<file path="config.mk">
export PLATFORM = sky130hd
export DESIGN_NAME = disk_seek_order_scheduler
export DESIGN_NICKNAME = d
export VERILOG_FILES = /design/src/rtl/core/dsos_pkg.sv /design/src/rtl/core/dsos_ram.sv /design/src/rtl/core/dsos_select.sv /design/src/rtl/core/disk_seek_order_scheduler.sv
export SDC_FILE = /design/constraint.sdc
export NUM_CORES = 1
export LEC_CHECK = 0
export BUFFER_PORTS_ARGS = -buffer_cell sky130_fd_sc_hd__buf_4
export CAP_MARGIN = 5
export CORE_MARGIN = 4
export CORE_UTILIZATION = 50
export CTS_BUF_LIST = sky130_fd_sc_hd__clkbuf_16
export DETAILED_ROUTE_END_ITERATION = 10
export PLACE_DENSITY_LB_ADDON = 0.05
export SLEW_MARGIN = 20
export SYNTH_ARGS = -nofsm -noshare
export SYNTH_HDL_FRONTEND = slang
export SYNTH_HIERARCHICAL = 1
export SYNTH_SLANG_ARGS = --single-unit
export TNS_END_PERCENT = 20
</file>
<file path="constraint.sdc">
create_clock -name clk_i -period 13.6 [get_ports clk_i]
set_input_delay 0.68 -clock clk_i [delete_from_list [all_inputs] [get_ports clk_i]]
set_output_delay 0.68 -clock clk_i [all_outputs]
set_load 0.03 [all_outputs]
</file>
<file path="src/rtl/core/dsos_pkg.sv">
// Shared constants, codes and types of the disk seek order scheduler.
package dsos_pkg;

  localparam int MAX_REQUESTS = 32;
  localparam int IDX_W  = (MAX_REQUESTS > 1) ? $clog2(MAX_REQUESTS) : 1;
  localparam int CNT_W  = $clog2(MAX_REQUESTS + 1);
  localparam int CYL_W  = 16;
  localparam int TOT_W  = 22;
  localparam int DISK_W = 17;
  localparam int POL_W  = 3;
  localparam int KIND_W = 2;
  localparam int CFG_IDX_W = 2;

  localparam logic [POL_W-1:0] POL_FCFS  = 3'd0;
  localparam logic [POL_W-1:0] POL_SSTF  = 3'd1;
  localparam logic [POL_W-1:0] POL_SCAN  = 3'd2;
  localparam logic [POL_W-1:0] POL_CSCAN = 3'd3;
  localparam logic [POL_W-1:0] POL_LOOK  = 3'd4;
  localparam logic [POL_W-1:0] POL_CLOOK = 3'd5;

  localparam logic [KIND_W-1:0] KIND_START = 2'd0;
  localparam logic [KIND_W-1:0] KIND_SERVE = 2'd1;
  localparam logic [KIND_W-1:0] KIND_END   = 2'd2;

  localparam logic [CFG_IDX_W-1:0] CFG_POLICY    = 2'd0;
  localparam logic [CFG_IDX_W-1:0] CFG_DIRECTION = 2'd1;
  localparam logic [CFG_IDX_W-1:0] CFG_START     = 2'd2;
  localparam logic [CFG_IDX_W-1:0] CFG_DISK      = 2'd3;

  // Selection rule for one scan pass over the store.
  typedef struct packed {
    logic fcfs;    // take the earliest unserved entry
    logic sstf;    // take the nearest unserved entry
    logic use_hi;  // sweep set: entries at or above the start cylinder
    logic desc;    // sweep order: largest first
  } sel_mode_t;

endpackage

</file>
<file path="src/rtl/core/dsos_ram.sv">
// Generic single-write, single-read RAM with registered read data.
module dsos_ram #(
  parameter int WIDTH = 16,
  parameter int DEPTH = 32
) (
  input  logic                                   clk_i,
  input  logic                                   we_i,
  input  logic [((DEPTH > 1) ? $clog2(DEPTH) : 1)-1:0] waddr_i,
  input  logic [WIDTH-1:0]                       wdata_i,
  input  logic [((DEPTH > 1) ? $clog2(DEPTH) : 1)-1:0] raddr_i,
  output logic [WIDTH-1:0]                       rdata_o
);

  logic [WIDTH-1:0] mem_q [DEPTH];

  always_ff @(posedge clk_i) begin
    if (we_i) begin
      mem_q[waddr_i] <= wdata_i;
    end
    rdata_o <= mem_q[raddr_i];
  end

endmodule

</file>
<file path="src/rtl/core/dsos_select.sv">
// Shared distance and compare unit: seek distance and candidate test.
module dsos_select (
  input  dsos_pkg::sel_mode_t             mode_i,
  input  logic [dsos_pkg::CYL_W-1:0]      operand_i,
  input  logic [dsos_pkg::CYL_W-1:0]      head_i,
  input  logic [dsos_pkg::CYL_W-1:0]      start_cyl_i,
  input  logic [dsos_pkg::CYL_W-1:0]      best_key_i,
  input  logic                            found_i,
  input  logic                            served_i,
  output logic [dsos_pkg::CYL_W-1:0]      dist_o,
  output logic [dsos_pkg::CYL_W-1:0]      key_o,
  output logic                            better_o
);
  import dsos_pkg::*;

  logic member;

  always_comb begin
    dist_o = (operand_i >= head_i) ? (operand_i - head_i) : (head_i - operand_i);
    if (mode_i.fcfs || mode_i.sstf) begin
      member = 1'b1;
    end else begin
      member = (mode_i.use_hi == (operand_i >= start_cyl_i));
    end
    if (mode_i.fcfs) begin
      key_o = '0;
    end else if (mode_i.sstf) begin
      key_o = dist_o;
    end else if (mode_i.desc) begin
      key_o = ~operand_i;
    end else begin
      key_o = operand_i;
    end
    // strict compare keeps the earliest entry on a tie
    better_o = !served_i && member && (!found_i || (key_o < best_key_i));
  end

endmodule

</file>
<file path="src/rtl/core/disk_seek_order_scheduler.sv">
// Disk seek order scheduler: request loading, scan sequencer and result output.
// A request without the last flag is taken and gives no result. The last request starts
// scheduling: each served request costs one scan of the store plus a pick step, and the
// final visit is registered out from the done state.
// Results leave one per strobe; the receiver cannot stall. busy_o drops in the cycle the
// final visit is on the ports.
// Reset clears the count, flags and control state; the store content needs no clearing.
module disk_seek_order_scheduler (
  input  logic                              clk_i,
  input  logic                              rst_ni,
  // command channel
  input  logic                              start_i,
  output logic                              busy_o,
  input  logic [dsos_pkg::CYL_W-1:0]        request_cylinder_i,
  input  logic                              last_request_i,
  // configuration write port
  input  logic                              cfg_we_i,
  input  logic [dsos_pkg::CFG_IDX_W-1:0]    cfg_idx_i,
  input  logic [dsos_pkg::DISK_W-1:0]       cfg_data_i,
  // result strobe and payload
  output logic                              valid_o,
  output logic [dsos_pkg::CYL_W-1:0]        visit_cylinder_o,
  output logic [dsos_pkg::KIND_W-1:0]       step_kind_o,
  output logic [dsos_pkg::CYL_W-1:0]        seek_distance_o,
  output logic [dsos_pkg::TOT_W-1:0]        total_movement_o,
  output logic                              batch_overflow_o,
  output logic                              last_visit_o
);
  import dsos_pkg::*;

  typedef enum logic [3:0] {
    S_IDLE = 4'b0001,
    S_SCAN = 4'b0010,
    S_PICK = 4'b0100,
    S_DONE = 4'b1000
  } state_e;

  // configuration registers
  logic [POL_W-1:0]  policy_q;
  logic              dir_q;
  logic [CYL_W-1:0]  start_cyl_q;
  logic [DISK_W-1:0] disk_q;

  // control state
  state_e            state_q, state_d;
  logic [CNT_W-1:0]  cnt_q, cnt_d;
  logic              ovf_q, ovf_d;
  logic [MAX_REQUESTS-1:0] served_q, served_d;
  logic [CNT_W-1:0]  iss_q, iss_d;
  logic              rd_vld_q, rd_vld_d;
  logic              found_q, found_d;
  logic              phase_q, phase_d;
  logic              pref_q, pref_d;
  logic              a_any_q, a_any_d;
  logic              a_nz_q, a_nz_d;
  logic              pend_vld_q, pend_vld_d;
  logic              out_vld_q, out_vld_d;

  // payload registers
  logic [IDX_W-1:0]  rd_idx_q;
  logic [IDX_W-1:0]  best_idx_q, best_idx_d;
  logic [CYL_W-1:0]  best_val_q, best_val_d;
  logic [CYL_W-1:0]  best_key_q, best_key_d;
  logic [CYL_W-1:0]  head_q, head_d;
  logic [TOT_W-1:0]  total_q, total_d;
  logic [CYL_W-1:0]  pend_cyl_q, pend_cyl_d;
  logic [KIND_W-1:0] pend_kind_q, pend_kind_d;
  logic [CYL_W-1:0]  pend_dist_q, pend_dist_d;
  logic [TOT_W-1:0]  pend_tot_q, pend_tot_d;
  logic [CYL_W-1:0]  out_cyl_q, out_cyl_d;
  logic [KIND_W-1:0] out_kind_q, out_kind_d;
  logic [CYL_W-1:0]  out_dist_q, out_dist_d;
  logic [TOT_W-1:0]  out_tot_q, out_tot_d;
  logic              out_ovf_q, out_ovf_d;
  logic              out_last_q, out_last_d;

  // datapath wires
  logic              accept;
  logic              ram_we;
  logic [IDX_W-1:0]  ram_raddr;
  logic [CYL_W-1:0]  ram_rdata;
  logic [DISK_W-1:0] disk_m1;
  logic [CYL_W-1:0]  top_cyl;
  logic              is_sweep, is_cscan, is_clook, has_mid;
  sel_mode_t         mode;
  logic [CYL_W-1:0]  sel_operand;
  logic [CYL_W-1:0]  sel_dist;
  logic [CYL_W-1:0]  sel_key;
  logic              sel_better;
  logic              push;
  logic [CYL_W-1:0]  push_val;
  logic [KIND_W-1:0] push_kind;
  logic              mid_cond;

  assign accept    = start_i && !busy_o;
  assign busy_o    = (state_q != S_IDLE);
  assign ram_we    = accept && (cnt_q < CNT_W'(MAX_REQUESTS));
  assign ram_raddr = iss_q[IDX_W-1:0];

  dsos_ram #(
    .WIDTH (CYL_W),
    .DEPTH (MAX_REQUESTS)
  ) u_store (
    .clk_i   (clk_i),
    .we_i    (ram_we),
    .waddr_i (cnt_q[IDX_W-1:0]),
    .wdata_i (request_cylinder_i),
    .raddr_i (ram_raddr),
    .rdata_o (ram_rdata)
  );

  // top end: size zero maps to 0, oversize saturates
  assign disk_m1 = disk_q - DISK_W'(1);
  always_comb begin
    if (disk_q == '0) begin
      top_cyl = '0;
    end else if (disk_m1[DISK_W-1]) begin
      top_cyl = '1;
    end else begin
      top_cyl = disk_m1[CYL_W-1:0];
    end
  end

  // policy decode; unused codes fall back to arrival order
  assign is_cscan = (policy_q == POL_CSCAN);
  assign is_clook = (policy_q == POL_CLOOK);
  assign has_mid  = (policy_q == POL_SCAN) || is_cscan;
  assign is_sweep = has_mid || (policy_q == POL_LOOK) || is_clook;

  // phase A sweeps away from the start in the chosen direction; phase B covers the rest
  always_comb begin
    mode.sstf   = (policy_q == POL_SSTF);
    mode.fcfs   = !mode.sstf && !is_sweep;
    mode.use_hi = phase_q ? dir_q : !dir_q;
    if (!phase_q) begin
      mode.desc = dir_q;
    end else if (is_cscan || is_clook) begin
      mode.desc = dir_q;
    end else begin
      mode.desc = !dir_q;
    end
  end

  // up: end point unless the upper set was empty or already reached the top;
  // down: cylinder 0 unless the lower set was all zero
  assign mid_cond = dir_q ? a_nz_q : (a_any_q && (head_q != top_cyl));

  // the unit measures candidates while scanning and the seek distance on a push
  assign sel_operand = (state_q == S_PICK) ? push_val : ram_rdata;

  dsos_select u_select (
    .mode_i      (mode),
    .operand_i   (sel_operand),
    .head_i      (head_q),
    .start_cyl_i (start_cyl_q),
    .best_key_i  (best_key_q),
    .found_i     (found_q),
    .served_i    (served_q[rd_idx_q]),
    .dist_o      (sel_dist),
    .key_o       (sel_key),
    .better_o    (sel_better)
  );

  // choose what, if anything, the pick step pushes
  always_comb begin
    push      = 1'b0;
    push_val  = best_val_q;
    push_kind = KIND_SERVE;
    if (state_q == S_PICK) begin
      if (found_q) begin
        push = 1'b1;
        if (phase_q && is_cscan && !pref_q) begin
          push_val  = dir_q ? top_cyl : '0;
          push_kind = KIND_END;
        end
      end else if (!phase_q && is_sweep && has_mid && mid_cond) begin
        push      = 1'b1;
        push_val  = dir_q ? '0 : top_cyl;
        push_kind = KIND_END;
      end
    end
  end

  always_comb begin
    state_d     = state_q;
    cnt_d       = cnt_q;
    ovf_d       = ovf_q;
    served_d    = served_q;
    iss_d       = iss_q;
    rd_vld_d    = 1'b0;
    found_d     = found_q;
    phase_d     = phase_q;
    pref_d      = pref_q;
    a_any_d     = a_any_q;
    a_nz_d      = a_nz_q;
    pend_vld_d  = pend_vld_q;
    out_vld_d   = 1'b0;
    best_idx_d  = best_idx_q;
    best_val_d  = best_val_q;
    best_key_d  = best_key_q;
    head_d      = head_q;
    total_d     = total_q;
    pend_cyl_d  = pend_cyl_q;
    pend_kind_d = pend_kind_q;
    pend_dist_d = pend_dist_q;
    pend_tot_d  = pend_tot_q;
    out_cyl_d   = out_cyl_q;
    out_kind_d  = out_kind_q;
    out_dist_d  = out_dist_q;
    out_tot_d   = out_tot_q;
    out_ovf_d   = out_ovf_q;
    out_last_d  = out_last_q;

    // a push releases the held result and holds the new one, so the final
    // visit is known when the batch ends
    if (push) begin
      if (pend_vld_q) begin
        out_vld_d  = 1'b1;
        out_cyl_d  = pend_cyl_q;
        out_kind_d = pend_kind_q;
        out_dist_d = pend_dist_q;
        out_tot_d  = pend_tot_q;
        out_ovf_d  = ovf_q;
        out_last_d = 1'b0;
      end
      pend_vld_d  = 1'b1;
      pend_cyl_d  = push_val;
      pend_kind_d = push_kind;
      pend_dist_d = sel_dist;
      pend_tot_d  = total_q + TOT_W'(sel_dist);
      total_d     = total_q + TOT_W'(sel_dist);
      head_d      = push_val;
    end

    unique case (state_q)
      S_IDLE: begin
        if (accept) begin
          if (cnt_q < CNT_W'(MAX_REQUESTS)) begin
            cnt_d = cnt_q + CNT_W'(1);
          end else begin
            ovf_d = 1'b1;
          end
          if (last_request_i) begin
            // hold the start position as the first result
            pend_vld_d  = 1'b1;
            pend_cyl_d  = start_cyl_q;
            pend_kind_d = KIND_START;
            pend_dist_d = '0;
            pend_tot_d  = '0;
            head_d      = start_cyl_q;
            total_d     = '0;
            served_d    = '0;
            phase_d     = 1'b0;
            pref_d      = 1'b0;
            a_any_d     = 1'b0;
            a_nz_d      = 1'b0;
            iss_d       = '0;
            found_d     = 1'b0;
            state_d     = S_SCAN;
          end
        end
      end
      S_SCAN: begin
        if (iss_q < cnt_q) begin
          iss_d    = iss_q + CNT_W'(1);
          rd_vld_d = 1'b1;
        end
        if (rd_vld_q && sel_better) begin
          found_d    = 1'b1;
          best_idx_d = rd_idx_q;
          best_val_d = ram_rdata;
          best_key_d = sel_key;
        end
        if ((iss_q == cnt_q) && !rd_vld_q) begin
          state_d = S_PICK;
        end
      end
      S_PICK: begin
        if (found_q) begin
          if (phase_q && is_cscan && !pref_q) begin
            // end point before the wrapped set; keep the candidate
            pref_d = 1'b1;
          end else begin
            served_d[best_idx_q] = 1'b1;
            if (!phase_q) begin
              a_any_d = 1'b1;
              a_nz_d  = a_nz_q || (best_val_q != '0);
            end
            iss_d   = '0;
            found_d = 1'b0;
            state_d = S_SCAN;
          end
        end else if (!phase_q && is_sweep) begin
          phase_d = 1'b1;
          iss_d   = '0;
          state_d = S_SCAN;
        end else begin
          state_d = S_DONE;
        end
      end
      S_DONE: begin
        // flush the held result as the final visit and drop the batch
        out_vld_d  = 1'b1;
        out_cyl_d  = pend_cyl_q;
        out_kind_d = pend_kind_q;
        out_dist_d = pend_dist_q;
        out_tot_d  = pend_tot_q;
        out_ovf_d  = ovf_q;
        out_last_d = 1'b1;
        pend_vld_d = 1'b0;
        cnt_d      = '0;
        ovf_d      = 1'b0;
        state_d    = S_IDLE;
      end
      default: begin
        state_d = S_IDLE;
      end
    endcase
  end

  always_ff @(posedge clk_i or negedge rst_ni) begin
    if (!rst_ni) begin
      policy_q    <= POL_FCFS;
      dir_q       <= 1'b0;
      start_cyl_q <= '0;
      disk_q      <= DISK_W'(200);
      state_q     <= S_IDLE;
      cnt_q       <= '0;
      ovf_q       <= 1'b0;
      served_q    <= '0;
      iss_q       <= '0;
      rd_vld_q    <= 1'b0;
      found_q     <= 1'b0;
      phase_q     <= 1'b0;
      pref_q      <= 1'b0;
      a_any_q     <= 1'b0;
      a_nz_q      <= 1'b0;
      pend_vld_q  <= 1'b0;
      out_vld_q   <= 1'b0;
      head_q      <= '0;
      total_q     <= '0;
    end else begin
      if (cfg_we_i) begin
        unique case (cfg_idx_i)
          CFG_POLICY:    policy_q    <= cfg_data_i[POL_W-1:0];
          CFG_DIRECTION: dir_q       <= cfg_data_i[0];
          CFG_START:     start_cyl_q <= cfg_data_i[CYL_W-1:0];
          CFG_DISK:      disk_q      <= cfg_data_i;
          default:       disk_q      <= disk_q;
        endcase
      end
      state_q    <= state_d;
      cnt_q      <= cnt_d;
      ovf_q      <= ovf_d;
      served_q   <= served_d;
      iss_q      <= iss_d;
      rd_vld_q   <= rd_vld_d;
      found_q    <= found_d;
      phase_q    <= phase_d;
      pref_q     <= pref_d;
      a_any_q    <= a_any_d;
      a_nz_q     <= a_nz_d;
      pend_vld_q <= pend_vld_d;
      out_vld_q  <= out_vld_d;
      head_q     <= head_d;
      total_q    <= total_d;
    end
  end

  always_ff @(posedge clk_i) begin
    rd_idx_q    <= ram_raddr;
    best_idx_q  <= best_idx_d;
    best_val_q  <= best_val_d;
    best_key_q  <= best_key_d;
    pend_cyl_q  <= pend_cyl_d;
    pend_kind_q <= pend_kind_d;
    pend_dist_q <= pend_dist_d;
    pend_tot_q  <= pend_tot_d;
    out_cyl_q   <= out_cyl_d;
    out_kind_q  <= out_kind_d;
    out_dist_q  <= out_dist_d;
    out_tot_q   <= out_tot_d;
    out_ovf_q   <= out_ovf_d;
    out_last_q  <= out_last_d;
  end

  assign valid_o          = out_vld_q;
  assign visit_cylinder_o = out_cyl_q;
  assign step_kind_o      = out_kind_q;
  assign seek_distance_o  = out_dist_q;
  assign total_movement_o = out_tot_q;
  assign batch_overflow_o = out_ovf_q;
  assign last_visit_o     = out_last_q;

  a_state_onehot: assert property (@(posedge clk_i) disable iff (!rst_ni)
    $onehot(state_q))
    else $error("sequencer state not one-hot");

  a_mid_busy: assert property (@(posedge clk_i) disable iff (!rst_ni)
    (valid_o && !last_visit_o) |-> busy_o)
    else $error("non-final visit emitted while idle");

  a_last_gap: assert property (@(posedge clk_i) disable iff (!rst_ni)
    (valid_o && last_visit_o) |=> !valid_o)
    else $error("visit emitted right after final visit");

  a_start_zero: assert property (@(posedge clk_i) disable iff (!rst_ni)
    (valid_o && (step_kind_o == KIND_START)) |-> (seek_distance_o == '0 &&
      total_movement_o == '0))
    else $error("start visit carries movement");

endmodule

</file>
# --- Word-level counts from Yosys, hierarchy flattened ---
# Memories as Yosys holds them, arrays and structs flattened. A register that Yosys moved wholly into a read port is not among the register bits.
# Cells that the tools add are included.
word_totals:
  register_bits: 288
  mem_bits_rw: 512
  in_bits: 40
  output_inout_bits: 60
  elab_cells: 259
  memories: 1
mem_list:
  columns: ["name", "depth", "width", "read_ports", "rd_ports_with_merged_regs", "wr", "line_no", "text"]
  rows:
  - ["u_store.mem_q", 32, 16, 1, 1, 1, "dsos_ram.sv:14", "logic [WIDTH-1:0] mem_q [DEPTH];"]
op_classes:
  add_sub_neg: 6
  magnitude_cmp: 8
  eq_ne: 31
  n_mux: 124
  bitwise_logic: 2
  n_reduce_logical: 54
op_table:
  columns: ["cell", "n"]
  rows:
  - ["$mux 16", 31]
  - ["$mux 22", 11]
  - ["$mux 32", 4]
  - ["$pmux 32 s2", 1]
  - ["$mux 6", 8]
  - ["$mux 1", 40]
  - ["$ge 16x16->1", 2]
  - ["$or 32x32->32", 1]
  - ["$sub 16x16->16", 2]
  - ["$mux 4", 6]
  - ["$add 22x16->22", 1]
  - ["$mux 2", 11]
  - ["$ne 2x2->1 const B", 11]
  - ["$pmux 6 s3", 1]
  - ["$logic_not 17->1", 1]
  - ["$sub 17x1->17 const B", 1]
  - ["$lt 16x16->1", 1]
  - ["$ne 16x16->1", 1]
  - ["$not 16->16", 1]
  - ["$reduce_bool 16->1", 1]
  - ["$reduce_and 5->1", 3]
  - ["$logic_and 1x1->1", 14]
  - ["$reduce_and 2->1", 7]
  - ["$add 6x1->6 const B", 2]
  - ["33 further kinds", 63]

# --- Depth between registers and ports, before layout ---
# Gate-level depths: netlist (run 1).
depth:
  depth_word: 21
  depth_mapped: 39
  ltp_nobuf: 35

# --- Hierarchy ---
# Netlist (run 1), hierarchy kept.
by_module_without_submodules:
  columns: ["module", "instances", "cells_per_inst", "area_per_inst_um2", "seq_area_each_um2"]
  rows:
  - ["dsos_ram", 1, 1143, 20534.7, 15695.1]
  - ["disk_seek_order_scheduler", 1, 1260, 13200.2, 7372.1]
  - ["dsos_select", 1, 464, 3163.0, 0.0]

# --- Worst setup path after synthesis (run 1) ---
# No wires, ideal clock.
synth_timing:
  kind: "reg-to-reg"
  startpoint: "reg disk_q[0]"
  endpoint: "reg best_idx_q[0] (enable)"
  setup_ns: 0.431
  arrival_ns: 9.103
  required_time_ns: 13.169
  setup_slack_ns: 4.066
  stages_incl_launch_ff: 35
  n_path_buf: 4
  period_less_slack_ns: 9.534
  path_cell_list: "dfrtp_1 -> inv_1 -> ha_1 -> or4b_1 -> buf_2 -> nor4_4 -> nor2_2 -> o41ai_2 -> a21oi_1 -> or4_4 -> nor4_2 -> o21a_1 -> buf_4 -> mux2_2 -> a211oi_1 -> inv_1 -> ha_1 -> a21o_1 -> a31oi_1 -> o21a_2 -> a21oi_2 -> or2_1 -> buf_6 -> buf_6 -> or4_1 -> o2111ai_1 -> ha_1 -> a21o_1 -> a21o_1 -> a21oi_1 -> o31ai_1 -> or4_1 -> a21oi_1 -> nand2_1 -> nor2_1"
synth_via:
  elab_chain_cells: 20
  elab_cells_between_ends: 32
  cone_classes: "add/sub (3); order compare (3); eq/ne (2); mux (15); bitwise (1); reduce/logical (8)"
synth_rtl:
  columns: ["item", "line_no", "text"]
  rows:
  - ["start: declaration", "disk_seek_order_scheduler.sv:42", "logic [DISK_W-1:0] disk_q;"]
  - ["start signal: assignment", "disk_seek_order_scheduler.sv:348", "CFG_DISK: disk_q <= cfg_data_i;"]
  - ["start signal: assignment", "disk_seek_order_scheduler.sv:349", "default: disk_q <= disk_q;"]
  - ["$sub 17x1->17", "disk_seek_order_scheduler.sv:113", "assign disk_m1 = disk_q - DISK_W'(1);"]
  - ["$mux 16", "disk_seek_order_scheduler.sv:117", "end else if (disk_m1[DISK_W-1]) begin"]
  - ["$mux 16 *", "disk_seek_order_scheduler.sv:115", "if (disk_q == '0) begin"]
  - ["$ne 16x16->1", "disk_seek_order_scheduler.sv:146", "assign mid_cond = dir_q ? a_nz_q : (a_any_q && (head_q != top_cyl));"]
  - ["$logic_and 1x1->1", "disk_seek_order_scheduler.sv:146", null]
  - ["$mux 1", "disk_seek_order_scheduler.sv:146", null]
  - ["$logic_and 1x1->1", "disk_seek_order_scheduler.sv:176", "end else if (!phase_q && is_sweep && has_mid && mid_cond) begin"]
  - ["$mux 16", "disk_seek_order_scheduler.sv:176", null]
  - ["(+3 left out)", null, null]
  - ["via sel_operand[5]", "disk_seek_order_scheduler.sv:86", "logic [CYL_W-1:0] sel_operand;"]
  - ["(+3 left out)", null, null]
  - ["$mux 16 *", "dsos_select.sv:25", "if (mode_i.fcfs) begin"]
  - ["via sel_key[9]", "disk_seek_order_scheduler.sv:88", "logic [CYL_W-1:0] sel_key;"]
  - ["$lt 16x16->1 *", "dsos_select.sv:35", "better_o = !served_i && member && (!found_i || (key_o < best_key_i));"]
  - ["$logic_or 1x1->1 *", "dsos_select.sv:35", null]
  - ["$logic_and 1x1->1 *", "dsos_select.sv:35", null]
  - ["via sel_better", "disk_seek_order_scheduler.sv:89", "logic sel_better;"]
  - ["$logic_and 1x1->1 *", "disk_seek_order_scheduler.sv:268", "if (rd_vld_q && sel_better) begin"]
  - ["$reduce_and 2->1 (no line) *", null, null]
  - ["end signal: assignment", "disk_seek_order_scheduler.sv:372", "best_idx_q <= best_idx_d;"]
  - ["end: declaration", "disk_seek_order_scheduler.sv:61", "logic [IDX_W-1:0] best_idx_q, best_idx_d;"]
# Mark *: on every way through the listed nets, which the timed path passes. The rest lies on a longest branch.
# A chain may end at the register's enable or synchronous reset.

# --- Worst setup path after layout (run 1) ---
layout_timing:
  startpoint: "reg disk_q[0]"
  endpoint: "reg total_q[20]"
layout_via:
  elab_chain_cells: 18
  elab_cells_between_ends: 27
  cone_classes: "add/sub (4); order compare (1); eq/ne (1); mux (18); reduce/logical (3)"
layout_rtl:
  columns: ["item", "line_no", "text"]
  rows:
  - ["$sub 17x1->17", "disk_seek_order_scheduler.sv:113", null]
  - ["$mux 16", "disk_seek_order_scheduler.sv:117", null]
  - ["$mux 16 *", "disk_seek_order_scheduler.sv:115", null]
  - ["$ne 16x16->1", "disk_seek_order_scheduler.sv:146", null]
  - ["$logic_and 1x1->1", "disk_seek_order_scheduler.sv:146", null]
  - ["$mux 1", "disk_seek_order_scheduler.sv:146", null]
  - ["$logic_and 1x1->1", "disk_seek_order_scheduler.sv:176", null]
  - ["$mux 16", "disk_seek_order_scheduler.sv:176", null]
  - ["(+3 left out)", null, null]
  - ["via sel_operand[5]", "disk_seek_order_scheduler.sv:86", null]
  - ["(+1 left out)", null, null]
  - ["$mux 16 *", "dsos_select.sv:19", "dist_o = (operand_i >= head_i) ? (operand_i - head_i) : (head_i - operand_i);"]
  - ["via sel_dist[3]", "disk_seek_order_scheduler.sv:87", "logic [CYL_W-1:0] sel_dist;"]
  - ["$add 22x16->22 *", "disk_seek_order_scheduler.sv:231", "total_d = total_q + TOT_W'(sel_dist);"]
  - ["$mux 22 *", "disk_seek_order_scheduler.sv:216", "if (push) begin"]
  - ["$mux 22", "disk_seek_order_scheduler.sv:243", "if (last_request_i) begin"]
  - ["$mux 22", "disk_seek_order_scheduler.sv:237", "if (accept) begin"]
  - ["$mux 22 *", "disk_seek_order_scheduler.sv:235", "unique case (state_q)"]
  - ["via total_d[20]", "disk_seek_order_scheduler.sv:65", "logic [TOT_W-1:0] total_q, total_d;"]
  - ["end signal: assignment", "disk_seek_order_scheduler.sv:366", "total_q <= total_d;"]
  - ["end: declaration", "disk_seek_order_scheduler.sv:65", null]
# Marked as above.

==> results of run 1 <==
placed cells by master (no fill, tap or decap), types with 67 or more instances in the layout:
cell	netlist	final
edfxtp_1	606	606
mux2i_1	275	275
nand2_1	227	226
a21oi_1	198	198
nor2_1	184	181
buf_4	21	156
dfrtp_1	128	127
inv_1	99	117
clkbuf_16	0	89
ha_1	88	88
o21ai_0	82	82
dfxtp_1	78	78
a22oi_1	73	73
nand3_1	67	67
critical path, delay by kind of cell, from the launching register on:
kind	cells	cell delay (ps)
xor+xnor	2	400
simple gates	12	4870
mux	2	680
flops	1	450
fa+ha+maj	3	1060
buf+inv	3	560
compound gates	9	3140
per-layer routing:
layer	GRT usage (%)	routed length [um]	part of all wire (%)
met1	33.2	41000	41
met2	42.8	49500	50
met3	3.33	5640	5.7
met4	8.30	3060	3.1
met5	0	0	0
layout make-up:
cell class / count / area (um2)
clock inverter: 67 / 479
inverter: 99 / 372
timing repair buffer: 159 / 1220
multi-input combinational: 1794 / 12600
sequential: 816 / 23100
clock buffer: 89 / 2230
fill: 6119 / 31900
tap: 959 / 1200
registers in the layout, indices dropped and copies added, names as in the netlist, 17 cells and up:
name              flops
pend_tot_q           22
total_q              22
total_movement_o     22
u_store/mem_q       512
served_q             32
disk_q               17
per-stage QoR:
step / instance area, um2 / std cells
floorplan: 36900 / 2867
global placement: 38400 / 3826
detailed placement: 38400 / 3826
CTS: 41100 / 3982
global route: 41100 / 3983
finish: 41100 / 3983
power breakdown:
part / switching (uW) / internal, uW
Sequential: 235 / 2840
Clock: 972 / 1270
Combinational: 1860 / 1060
Total: 3070 / 5170
synthesized netlist by cell type (21+ instances only):
| cell | number |
|---|---|
| edfxtp_1 | 606 |
| mux2i_1 | 275 |
| nand2_1 | 227 |
| a21oi_1 | 198 |
| nor2_1 | 184 |
| dfrtp_1 | 128 |
| inv_1 | 99 |
| ha_1 | 88 |
| o21ai_0 | 82 |
| dfxtp_1 | 78 |
| clkbuf_1 | 74 |
| a22oi_1 | 73 |
| nand3_1 | 67 |
| nor3_1 | 48 |
| xnor2_1 | 48 |
| nand4_1 | 47 |
| a31oi_1 | 44 |
| a22o_1 | 42 |
| mux2_2 | 40 |
| buf_2 | 37 |
| xor2_1 | 26 |
| a21o_1 | 24 |
| buf_4 | 21 |
worst paths after layout:
check / startpoint / endpoint / depth (start not counted)
worst max-delay path: disk_q[0] / total_q[20] / 31
worst min-delay path: rst_ni / start_cyl_q[14] / 1
worst max register to register: disk_q[0] / total_q[20] / 31
worst min register to register: pend_tot_q[15] / total_movement_o[15] / 0
max in group asynchronous: rst_ni / iss_q[0] / 2
min in group clk_i: cfg_data_i[8] / start_cyl_q[8] / 2
kinds of logic after synthesis:
group,after synthesis
buf+inv,257
flops,816
simple gates,716
fa+ha+maj,91
mux,325
compound gates,588
xor+xnor,74
==> impl_metrics.json, run 1 <==
{
  "cts_buffer_depth": 3,
  "yosys-top-cells-area": "edfxtp_1 49%, dfrtp_1 8.7%, mux2i_1 7.5%",
  "ys_ff_latch": 816,
  "synthesis.area_mm2": 0.0369,
  "p_leak_uw": 0.0151,
  "viasPerCell": 6.03,
  "finalHoldViolCount": 0,
  "firstDrtPassIters": 7,
  "antenna_left": 0,
  "synth-edff-count": 606,
  "yosys.area.top_type_share_pct": 49.3,
  "worstSetupEndpointType": "register",
  "hold_path_class": "input pin to async pin",
  "fin_total_pwr_uw": 8230,
  "die_w_um": 280,
  "synth_mux_area_share_pct": 9.29,
  "synth_top_area_cell": "edfxtp_1",
  "htreeDepth": 3,
  "synth_xor_area_share_pct": 1.76,
  "grt.total_usage_pct": 25.0,
  "clk_pin_slew_ps": 60,
  "power_density_mw_per_mm2": 200,
  "arrival_ps": 11840,
  "path_max_fanout": 25,
  "grt_max_degree": 123,
  "diodes": 0,
  "clock.fmax_mhz": 88.5,
  "cap_violations": 0,
  "grt_pass1_wl_um": 148000,
  "post_cts_resized": 0,
  "die_y_um": 280,
  "utilization_pct": 56.3,
  "worstMarginPinSlew_ps": 1150,
  "tns_ps": 0,
  "coreArea_mm2": 0.0731,
  "start_kind": "register",
  "synth-adder-area-share_pct": 3.15,
  "clock-skew-final_ps": 39.1,
  "cts_made_buffers": 86,
  "cts_tree": "yes",
  "yosysUniqueCellTypes": 84,
  "holdWs_ps": 96.8,
  "period_needed_ps": 11290,
  "drcViolationCount": 0,
  "antenna_found_initial": 1,
  "synth_top_family_by_area": "compound AO/OA/AOI/OAI gates",
  "die-area_mm2": 0.0782,
  "min_period_over_period_pct": 83.0,
  "ys.warnings.count": 6,
  "async_flop_share_pct": 16.2,
  "critPathKind": "register to register",
  "synthSimpleGateAreaFrac_pct": 9.38,
  "max_stage_delay_ps": 780,
  "cts.sinks": 816,
  "setup_violations": 0,
  "slew_viol_final": 0,
  "drive_gt1_share_pct": 12.1,
  "ir_drop_mv": 0.118,
  "root_buffer": "clkbuf_16",
  "synth-main-ff-cell": "edfxtp_1",
  "first_iter_violations": 2091,
  "postSynthAreaPerCell_um2": 12.9,
  "clk_latency_ps": 640,
  "areaGrowthSynthToFinish_pct": 11.5,
  "slowest_stage": "or2_1",
  "wirelength_um": 99200,
  "pre_cts_ws_ps": 2210,
  "synth_nets": 2998,
  "grt_pass1_vias": 23400,
  "synth_seq_area_share_pct": 62.5,
  "r2r_slack_ps": 2310,
  "status": "finished, final reports clean",
  "cts_setup_buffers": 0,
  "overflow": 0,
  "fin_ws_ps": 2310,
  "grt_setup_unrepaired": "no",
  "syn_inst": 2867,
  "required_ps": 14150,
  "synth_compound_area_share_pct": 10.3,
  "relSlewSlack_pct": 22.9,
  "nets": 3087,
  "cts_hold_buf": 0,
  "vias": 24000,
  "rows": 99,
  "port_buffers": 99,
  "hpwlAfterDp_um": 64800,
  "globalplace.congestion": 0.899,
  "start_util_pct": 50.5,
  "routedWlPerCell_um": 24.9,
  "pin_count": 100
}
Note: power is estimated with default switching activity, not from simulation.
==> run 2: changes to the inputs <==
- ABC_AREA: unset -> 1
- clock period: 13.6 -> 10.4 ns (I/O delays scaled with it)
==> run 2 against run 1 <==
Net effect:
- global-route usage is essentially flat
- worst setup slack better by 170 ps
- via count grew 13%
- combinational power up 59%
- first-iteration DRC count increased by 4.8%
- synthesized cell count grew 37%
- power is 45% higher
- clock power rose by 40%
- register-to-register slack improved by 170 ps
==> impl_metrics.json, run 2 <==
{
  "final_cell_mix": "1368 x nand2_1, 606 x edfxtp_1, 543 x nand3_1",
  "hpwlAfterDp_um": 62100,
  "start_util_pct": 50.6,
  "htreeDepth": 3,
  "clock-skew-final_ps": 40.4,
  "finalHoldViolCount": 0,
  "rows": 100,
  "power_frac_comb_pct": 38.9,
  "sw_frac_of_total_pct": 39.6,
  "p_leak_uw": 0.0178,
  "reg2reg_from": "disk_q[0]",
  "yosys-top-cells-area": "edfxtp_1 48%, nand2_1 14%, dfrtp_1 8.5%",
  "cts_tree": "yes",
  "arrival_ps": 8470,
  "grt_pass1_wl_um": 153000,
  "nets": 4123,
  "ys.warnings.count": 6,
  "async_flop_share_pct": 16.2,
  "required_ps": 10950,
  "r2r_slack_ps": 2480,
  "synth_nets": 4048,
  "ys_ff_latch": 816,
  "grt_max_degree": 106,
  "p_clk_share_pct": 26.3,
  "die-area_mm2": 0.0799,
  "critPathKind": "register to register",
  "hold-path-cell-count": 3,
  "fillCellCount": 6621,
  "final_common_cell": "nand2_1",
  "worstSetupEndpointType": "register",
  "cp_common_cell": "nand2_1",
  "clk_latency_ps": 650,
  "overflow": 0,
  "pin_count": 100,
  "yosysUniqueCellTypes": 59,
  "synth_top_area_cell": "edfxtp_1",
  "die_w_um": 283,
  "drcViolationCount": 0,
  "pre_cts_ws_ps": 2620,
  "cts_made_buffers": 88,
  "cts_setup_buffers": 0,
  "slowest_stage": "nand3_2",
  "grt_pass1_vias": 26100,
  "viasPerCell": 5.37,
  "slew_viol_final": 0,
  "clk_pin_slew_ps": 60,
  "synth_common_cells": "1368 x nand2_1, 606 x edfxtp_1, 545 x nand3_1",
  "largest_reg_flops": 512,
  "largestRegisters": "u_store/mem_q x512, served_q x32",
  "start_kind": "register",
  "grt.total_usage_pct": 25.0,
  "tns_ps": 0,
  "max_stage_delay_ps": 640,
  "reg2reg_depth": 49,
  "wirelength_um": 99500,
  "cap_violations": 0,
  "globalplace.congestion": 0.950,
  "min_period_over_period_pct": 76.2,
  "status": "finished, final reports clean",
  "path_max_fanout": 42,
  "first_iter_violations": 2191,
  "min_to": "disk_q[3]",
  "cts_buffer_depth": 3,
  "power.internal_uw": 7200,
  "hold_start": "cfg_data_i[3]",
  "synth_seq_area_share_pct": 61.1,
  "regToRegEndpoint": "total_q[20]",
  "die_y_um": 283,
  "yosys.area.top_type_share_pct": 48.2,
  "setup_violations": 0,
  "dp_cells": 4870,
  "vias": 27000,
  "areaGrowthSynthToFinish_pct": 11.5,
  "holdWs_ps": 169,
  "synth_most_common_cell": "nand2_1",
  "period_needed_ps": 7920,
  "antenna_left": 0,
  "p_switching_uw": 4730,
  "drive_gt1_share_pct": 8.56,
  "relSlewSlack_pct": 23.1,
  "seq_power_share_pct": 34.8,
  "post_cts_resized": 0,
  "postSynthAreaPerCell_um2": 9.63,
  "grt_setup_unrepaired": "no",
  "clock.fmax_mhz": 126,
  "final_cells": 5036,
  "port_buffers": 99,
  "fin_ws_ps": 2480,
  "root_buffer": "clkbuf_16",
  "synth-main-ff-cell": "edfxtp_1",
  "power_density_mw_per_mm2": 284,
  "antenna_found_initial": 0,
  "ir_drop_mv": 0.163,
  "cts.sinks": 816,
  "routedWlPerCell_um": 19.7,
  "synthesis.area_mm2": 0.0377,
  "firstDrtPassIters": 5,
  "hold_path_class": "input pin to register",
  "top_register": "u_store/mem_q",
  "synth-edff-count": 606,
  "syn_inst": 3917,
  "worstMarginPinSlew_ps": 1140,
  "coreArea_mm2": 0.0746
}
[run 2: worst max-delay path by stage]
stage | to | startpoint | slack [ps]
floorplan | best_idx_q[0] | disk_q[0] | 2570
global placement | total_q[20] | disk_q[0] | 2780
detailed placement | total_q[20] | disk_q[0] | 2620
CTS | total_q[20] | disk_q[0] | 2570
global route | total_q[20] | disk_q[0] | 1630
finish | total_q[20] | disk_q[0] | 2480
[run 2: logic make-up after synthesis]
kind of cell / synth area share (%)
AOI/OAI and AO/OA: 4.78
adders and majority gates: 3.08
and+or+nand+nor: 24.2
buffers and inverters: 5.73
DFF: 61.1
xor gates and xnor gates: 1.07
[run 2: per-layer routing]
metal  vias up  share of wire (%)  global-route usage [%]
li1      13300                  -                       -
met1     12900                 43                    33.6
met2       669                 49                    42.7
met3       187                4.7                    2.84
met4         0                3.2                    8.21
met5         -                  0                       0
[run 2: critical path, delay by kind of cell, from the launching register on]
kind                     cells  cell delay [ps]
AND/OR/NAND/NOR             29             3890
AO/OA/AOI/OAI                8             1530
adder cells (fa/ha/maj)      4             1230
buffers and inverters        8              750
flip-flops                   1              390
[run 2: area by class of cell]
| class | instances | area (um2) | area share (%) |
|---|---|---|---|
| sequential | 816 | 23100 | 54.9 |
| clock buffer | 91 | 2280 | 5.42 |
| timing repair buffer | 158 | 1190 | 2.84 |
| clock inverter | 73 | 689 | 1.64 |
| tap | 969 | 1210 | 2.88 |
| multi-input combinational | 2647 | 12500 | 29.8 |
| antenna | 1 | 2.50 | 0.00595 |
| inverter | 281 | 1070 | 2.54 |
[run 2: per-stage QoR]
step	total power, uW	util (%)	instance area (um2)
floorplan	7650	-	37700
global placement	8830	52.4	39100
CTS	12000	56.4	42000
global route	12800	56.4	42100
finish	11900	56.4	42100
detailed placement	8840	52.4	39100
[run 2: what timing repair did]
| item | CTS | global route |
|---|---|---|
| hold buffers | 1 | 0 |
| endpoints found under the setup margin | 0 | 0 |
| hold endpoints to repair | 26 | 0 |
[run 2: power groups by stage]
stage	logic [uW]	clock network [uW]	registers [uW]
6_report	4640	3140	4150
5_1_grt	5280	3350	4180
4_1_cts	4650	3210	4150
3_5_place_dp	4630	0	4210
3_3_place_gp	4620	0	4210
2_1_floorplan	3550	0	4100
